### src/hdl/multiset_intersection_matcher_assert.svh
// ----------------------------------------------------------------------------
// Multiset intersection matcher assertion macros
// Concurrent assertion wrappers; they compile to nothing when SYNTH is set.
// ----------------------------------------------------------------------------
`ifndef MULTISET_INTERSECTION_MATCHER_ASSERT_SVH
`define MULTISET_INTERSECTION_MATCHER_ASSERT_SVH

`ifndef SYNTH
// check on every clock edge outside of reset
`define MIM_ASSERT(label, clk, rst, prop, msg) \
   label: assert property (@(posedge clk) disable iff (rst) (prop)) else $error(msg);
// check on every clock edge, reset included
`define MIM_ASSERT_ALWAYS(label, clk, prop, msg) \
   label: assert property (@(posedge clk) (prop)) else $error(msg);
`else
`define MIM_ASSERT(label, clk, rst, prop, msg)
`define MIM_ASSERT_ALWAYS(label, clk, prop, msg)
`endif

`endif

### src/hdl/mim_ram.sv
`timescale 1ns / 1ps
// ----------------------------------------------------------------------------
// mim_ram
// Generic simple dual-port RAM: one write port, one read port, registered read.
// ----------------------------------------------------------------------------
module mim_ram #(
   parameter int WIDTH = 8,
   parameter int DEPTH = 16
) (
   input  logic                     clock,
   input  logic                     wr_en,
   input  logic [$clog2(DEPTH)-1:0] wr_addr,
   input  logic [WIDTH-1:0]         wr_data,
   input  logic                     rd_en,
   input  logic [$clog2(DEPTH)-1:0] rd_addr,
   output logic [WIDTH-1:0]         rd_data
);

   logic [WIDTH-1:0] mem_ff [DEPTH];
   logic [WIDTH-1:0] rd_data_ff;

   always_ff @(posedge clock) begin
      if (wr_en) begin
         mem_ff[wr_addr] <= wr_data;
      end
      if (rd_en) begin
         rd_data_ff <= mem_ff[rd_addr];
      end
   end

   assign rd_data = rd_data_ff;

endmodule

### config.mk
export PLATFORM = sky130hd
export DESIGN_NAME = mim_ram
export DESIGN_NICKNAME = d
export VERILOG_FILES = /design/src/hdl/multiset_intersection_matcher_assert.svh /design/src/hdl/mim_ram.sv
export SDC_FILE = /design/constraint.sdc
export NUM_CORES = 1
export LEC_CHECK = 0
export ABC_AREA = 1
export BUFFER_PORTS_ARGS = -buffer_cell sky130_fd_sc_hd__buf_2
export CAP_MARGIN = 20
export CORE_MARGIN = 1.5
export CORE_UTILIZATION = 30
export DETAILED_ROUTE_END_ITERATION = 16
export PLACE_DENSITY = 0.51
export SLEW_MARGIN = 10
export SYNTH_ARGS = -nofsm -noshare
export SYNTH_HDL_FRONTEND = slang
export SYNTH_SLANG_ARGS = --single-unit
### constraint.sdc
create_clock -name clock -period 3.3 [get_ports clock]
set_input_delay 0.33 -clock clock [delete_from_list [all_inputs] [get_ports clock]]
set_output_delay 0.33 -clock clock [all_outputs]
set_load 0.005 [all_outputs]
==> flow_summary_export.csv, run 1 <==
group,metric,value,unit
outcome,outcome,"complete, no violations",
clock_network,cts_hold_repair.buffers,0,
synthesis,number_of_nets_produced_by_synthesis,570,
global_routing,grt_pass1_vias,3696,
synthesis,yosys.cell_types.count,11,
synthesis,ys_ff_latch,136,
flow_run,max_cap_viol_count,0,
synthesis,synth.top_cell.area_share,0.698,
clock_network,numClockSinks,136,
clock_network,cts-buffers-inserted,17,
detailed_routing,m1WireLength,6530,um
clock_network,cts_root_buf,"sky130_fd_sc_hd__clkbuf_16",
synthesis,synthCells,551,
critical_path,critPathArrivalTime,1.78,ns
finish,commonest_non_fill_non_tap_cells_in_the_layout,"sky130_fd_sc_hd__nand2_1, sky130_fd_sc_hd__edfxtp_1, sky130_fd_sc_hd__inv_1",
global_routing,global_route_wire_length_before_repair,21700,um
sta,finalWorstSetupSlack,1.69,ns
critical_path,launching_point_of_the_worst_reg2reg_path,"mem_ff[1][6]$_DFFE_PP_",
power_and_ir_drop,comb_power_share,0.056,
power_and_ir_drop,power.net_switching,0.852,mW
synthesis,synth_area_leader_cell,"sky130_fd_sc_hd__edfxtp_1",
critical_path,worst-r2r-cell-count,6,
sta,max_freq,621,MHz
power_and_ir_drop,total_leakage_power,2.84,nW
detailed_routing,wl_met2,6550,um
critical_path,setup.worst_path.start,"rd_addr[1]",
power_and_ir_drop,switching_share,0.207,
synthesis,synth_area_per_cell,10.6,um^2
finish,design.final.nets,594,
detailed_routing,wire_per_inst,16.4,um
detailed_routing,vias_per_cell,4.43,
critical_path,startpoint_type,"primary input",
power_and_ir_drop,part_of_the_power_in_the_clock_network,0.467,
synthesis,register_area_share_after_synthesis,0.698,
detailed_routing,detailroute.wirelength.met3,550,um
detailed_routing,drt_wl_total,13900,um
global_routing,grt_antenna_before_repair,0,
clock_network,clkLatencyLatePin,0.42,ns
sta,worst_pin_slew,0.943,ns
detailed_routing,detail_route.iter0.violations,373,
sta,period_needed,1.61,ns
worst_hold_path,worst_hold_path_type,"primary input to flop",
critical_path,r2r-end,"rd_data[6]$_DFFE_PP_",
sta,finClkSkew,0.00590,ns
clock_network,tritoncts,"yes",
floorplan,core,18900,um^2
placement,place.gp.congestion,0.803,
sta,max-slew-margin-rel,0.369,
power_and_ir_drop,power_density,607,nW/um^2
sta,setup_viol_count_final,0,
sta,rsz0062_at_grt,"no",
finish,layout-area-overhead-vs-synth,15.7,%
detailed_routing,detail_route.drc_violations,0,
critical_path,setup.reg_to_reg.worst_slack,2.10,ns
critical_path,criticalPathCategory,"primary input to flop",
placement,number_of_port_buffers,26,
power_and_ir_drop,intPower,3.26,mW
clock_network,cts.htree.levels,4,
clock_network,cts_buffer_depth,2,
sta,final.period_utilization,0.488,
critical_path,worstSetupEndpointType,"flop",
clock_network,clkSlewWorstSetupHoldPaths,0.06,ns
placement,preCtsSetupSlack,1.17,ns
global_routing,grt_util_all_layers,0.148,
finish,n_antenna_cell,0,
clock_network,cts_resized,0,
sta,finalHoldViolations,0,
floorplan,die_y,143,um
detailed_routing,drt_pre_antenna_iters,5,
floorplan,core.rowCount,50,
power_and_ir_drop,power_frac_seq,0.477,
sta,drv_slew,0,
critical_path,crit_end,"rd_data[6]$_DFFE_PP_",
synthesis,synthTopCellsByArea,"sky130_fd_sc_hd__edfxtp_1, sky130_fd_sc_hd__nand2_1, sky130_fd_sc_hd__nand3_1, sky130_fd_sc_hd__inv_1, sky130_fd_sc_hd__buf_6",
power_and_ir_drop,fin_total_pwr,4.11,mW
power_and_ir_drop,power.ir.vdd_worst,382,uV
detailed_routing,via_count,3757,
floorplan,design.die.area,20300,um^2
sta,final.setup.tns,0,ns
global_routing,maximum_number_of_pins_on_one_net_before_global_route_repair,65,
floorplan,top_level_ports,27,
synthesis,synth.cell_area,5850,um^2
placement,hpwlAfterDp,8580,um
finish,layout_commonest_cell,"sky130_fd_sc_hd__nand2_1",
synthesis,yosysWarnings,0,
clock_network,postCtsSetupRepairBufs,0,
critical_path,crit_fanout,33,
floorplan,initial_utilization,0.309,
finish,layout-drive-gt1-share,0.0969,
detailed_routing,postRouteAntennaNets,0,
detailed_routing,top_routing_layer_in_use,"met4",
floorplan,dieWidth,143,um
critical_path,required,3.47,ns
global_routing,globalRouteOverflowTotal,0,
==> per-stage QoR <==
stage | util | instances | instance area, um^2 | hold slack [ns]
2_1_floorplan | - | 551 | 5850 | 0.429
3_3_place_gp | 0.326 | 815 | 6150 | 0.685
3_5_place_dp | 0.326 | 815 | 6150 | 0.700
4_1_cts | 0.357 | 847 | 6740 | 0.253
5_1_grt | 0.358 | 848 | 6760 | 0.254
6_report | 0.358 | 848 | 6760 | 0.270
==> flip-flops by register name (all words and copies together), names as in the netlist <==
signal / count
mem_ff: 128
rd_data: 8
==> area by class of cell <==
type	instances	area (um^2)
Sequential cell	136	4080
Inverter	102	383
Timing Repair Buffer	29	165
Clock inverter	12	156
Multi-Input combinational cell	289	1210
Fill cell	1919	12100
Clock buffer	20	437
Tap cell	260	325
==> cells in the mapped netlist <==
library cell,instances
sky130_fd_sc_hd__nand3b_1,2
sky130_fd_sc_hd__inv_1,100
sky130_fd_sc_hd__buf_2,13
sky130_fd_sc_hd__nand3_1,97
sky130_fd_sc_hd__buf_1,1
sky130_fd_sc_hd__buf_4,4
sky130_fd_sc_hd__buf_6,6
sky130_fd_sc_hd__inv_2,2
sky130_fd_sc_hd__nor2_1,17
sky130_fd_sc_hd__edfxtp_1,136
sky130_fd_sc_hd__nand2_1,173
==> cells by family after synthesis <==
logic type / count (synthesis) / share of synthesized area
buffers and inverters: 126 / 0.0939
DFF: 136 / 0.698
and+or+nand+nor: 289 / 0.208
==> how the worst min path moves through the flow <==
stage / startpoint / end / slack (ns) / depth (start not counted)
floorplan: wr_data[0] / mem_ff[0][0]$_DFFE_PP_ / 0.43 / 0
detailed placement: rd_en / rd_data[6]$_DFFE_PP_ / 0.70 / 1
finish: rd_en / rd_data[7]$_DFFE_PP_ / 0.27 / 1
global route: rd_en / rd_data[6]$_DFFE_PP_ / 0.25 / 1
CTS: rd_en / rd_data[4]$_DFFE_PP_ / 0.25 / 1
global placement: rd_en / rd_data[6]$_DFFE_PP_ / 0.69 / 1
==> per-layer routing <==
layer	vias to the layer above	track usage
li1	1832	-
met1	1813	0.200
met2	93	0.230
met3	19	0.0336
met4	0	0.0602
met5	-	0
==> critical path: stages <==
cell	delay (ns)
sky130_fd_sc_hd__buf_2	0.08
sky130_fd_sc_hd__buf_4	0.38
sky130_fd_sc_hd__inv_2	0.39
sky130_fd_sc_hd__nand3_1	0.25
sky130_fd_sc_hd__nand3_1	0.10
sky130_fd_sc_hd__nand3_1	0.14
sky130_fd_sc_hd__nand2_1	0.09
==> power by group through the flow <==
stage | combinational [mW] | sequential [mW] | clock, mW
global placement | 0.227 | 1.99 | 0
CTS | 0.231 | 1.96 | 1.94
finish | 0.229 | 1.96 | 1.92
detailed placement | 0.230 | 1.99 | 0
floorplan | 0.136 | 1.99 | 0
global route | 0.258 | 1.96 | 2.02
Power figures use the tool's default switching activity.
==> run 2: changes to the inputs <==
PLACE_DENSITY = 0.52   (was 0.51)
clock period = 1.4 ns   (was 3.3 ns; I/O delays follow)
==> flow_summary_export.csv, run 2 (same netlist as run 1, synthesis figures left out) <==
group,metric,value,unit
global_routing,maximum_number_of_pins_on_one_net_before_global_route_repair,65,
critical_path,critPathArrivalTime,1.37,ns
sta,finClkSkew,0.0152,ns
finish,n_antenna_cell,0,
finish,commonest_non_fill_non_tap_cells_in_the_layout,"sky130_fd_sc_hd__nand2_1, sky130_fd_sc_hd__edfxtp_1, sky130_fd_sc_hd__inv_1",
worst_hold_path,worst_hold_path_depth,1,
finish,layout-area-overhead-vs-synth,19.5,%
sta,setup_viol_count_final,0,
clock_network,cts_buffer_depth,2,
global_routing,grt_antenna_before_repair,0,
detailed_routing,detail_route.drc_violations,0,
critical_path,criticalPathCategory,"flop to flop",
global_routing,grt_util_all_layers,0.148,
detailed_routing,wire_per_inst,16.3,um
critical_path,startpoint_type,"flop",
floorplan,design.die.area,20300,um^2
flow_run,max_cap_viol_count,0,
floorplan,die_y,143,um
power_and_ir_drop,power_frac_seq,0.462,
sta,finalWorstSetupSlack,0.207,ns
critical_path,required,1.57,ns
finish,design.final.nets,615,
outcome,outcome,"complete, no violations",
sta,rsz0062_at_grt,"no",
floorplan,top_level_ports,27,
clock_network,numClockSinks,136,
critical_path,worstSetupEndpointType,"flop",
placement,preCtsSetupSlack,-0.0745,ns
power_and_ir_drop,part_of_the_power_in_the_clock_network,0.480,
global_routing,global_route_wire_length_before_repair,21700,um
critical_path,worst-r2r-cell-count,6,
detailed_routing,detail_route.iter0.violations,381,
sta,final.period_utilization,0.852,
finish,regMostFlops,"mem_ff",
clock_network,clkSlewWorstSetupHoldPaths,0.06,ns
sta,period_needed,1.19,ns
clock_network,cts_resized,0,
power_and_ir_drop,total_leakage_power,2.97,nW
detailed_routing,postRouteAntennaNets,0,
floorplan,initial_utilization,0.309,
sta,drv_slew,0,
clock_network,tritoncts,"yes",
power_and_ir_drop,switching_share,0.210,
detailed_routing,via_count,3935,
power_and_ir_drop,power.ir.vdd_worst,867,uV
power_and_ir_drop,power.net_switching,2.10,mW
power_and_ir_drop,comb_power_share,0.058,
critical_path,crit_fanout,1,
clock_network,cts-buffers-inserted,17,
worst_hold_path,worst_hold_path_type,"primary input to flop",
power_and_ir_drop,power_density,1430,nW/um^2
clock_network,cts.htree.levels,4,
floorplan,core.rowCount,50,
power_and_ir_drop,intPower,7.90,mW
finish,finalCoreUtilization,0.370,
detailed_routing,drt_pre_antenna_iters,5,
clock_network,clkLatencyLatePin,0.43,ns
global_routing,globalRouteOverflowTotal,0,
floorplan,core,18900,um^2
placement,hpwlAfterDp,9000,um
sta,max_freq,838,MHz
detailed_routing,vias_per_cell,4.53,
clock_network,cts_root_buf,"sky130_fd_sc_hd__clkbuf_16",
finish,layout-drive-gt1-share,0.135,
detailed_routing,drt_wl_total,14100,um
global_routing,grt_pass1_vias,3848,
floorplan,dieWidth,143,um
sta,max-slew-margin-rel,0.587,
finish,flip_flop_count_of_the_largest_register_after_layout,128,
clock_network,postCtsSetupRepairBufs,0,
sta,finalHoldViolations,0,
placement,place.gp.congestion,0.778,
placement,number_of_port_buffers,26,
sta,worst_pin_slew,0.619,ns
finish,layout_commonest_cell,"sky130_fd_sc_hd__nand2_1",
clock_network,cts_hold_repair.buffers,0,
==> run 2: cell count changes in the layout (fill, tap and decap cells not counted), sizes merged <==
cell      change
clkinvlp      +3
buf          +21
bufinv        +1
clkinv        -2
clkbuf        -2
==> run 2: critical path, stage by stage (launching register included) <==
cell,delay (ns)
sky130_fd_sc_hd__edfxtp_1,0.35
sky130_fd_sc_hd__inv_1,0.06
sky130_fd_sc_hd__nand2_1,0.05
sky130_fd_sc_hd__nand3_1,0.10
sky130_fd_sc_hd__nand3_1,0.13
sky130_fd_sc_hd__nand3_1,0.17
sky130_fd_sc_hd__nand2_1,0.10
==> run 2: final cells by class <==
cell class	instances	area, um^2
fill	1922	11900
inverter	102	383
multi-input combinational	289	1210
clock buffer	18	429
timing repair buffer	50	348
clock inverter	14	205
tap	260	325
sequential	136	4080
==> run 2: final timing paths <==
kind / startpoint / to / slack [ns]
min: rd_en / rd_data[3]$_DFFE_PP_ / 0.09
max: mem_ff[1][3]$_DFFE_PP_ / rd_data[3]$_DFFE_PP_ / 0.21
max reg2reg: mem_ff[1][3]$_DFFE_PP_ / rd_data[3]$_DFFE_PP_ / 0.21
min reg2reg: mem_ff[3][1]$_DFFE_PP_ / rd_data[1]$_DFFE_PP_ / 0.77
==> run 2: per-layer routing <==
metal  wire (um)  global-route usage  part of all wire
met1        6680               0.200              0.47
met2        6430               0.229              0.46
met3         709              0.0323             0.050
met4         311              0.0608             0.022
met5           0                   0                 0
==> run 2: per-stage QoR <==
step | setup TNS [ns] | std cells | hold slack, ns | instance area [um^2] | total power, mW
finish | 0 | 869 | 0.0896 | 6990 | 10.0
CTS | 0 | 869 | 0.0798 | 6990 | 10.1
global placement | -0.0348 | 837 | 0.516 | 6350 | 5.28
detailed placement | -0.103 | 837 | 0.525 | 6350 | 5.29
global route | 0 | 869 | 0.0924 | 6990 | 10.3
floorplan | 0 | 551 | 0.239 | 5850 | 5.02
==> run 2: power groups by stage <==
stage,clock network [mW],logic [mW],registers [mW]
floorplan,0,0.322,4.69
global placement,0,0.581,4.70
detailed placement,0,0.585,4.70
CTS,4.86,0.587,4.62
global route,5.03,0.644,4.62
finish,4.80,0.578,4.62
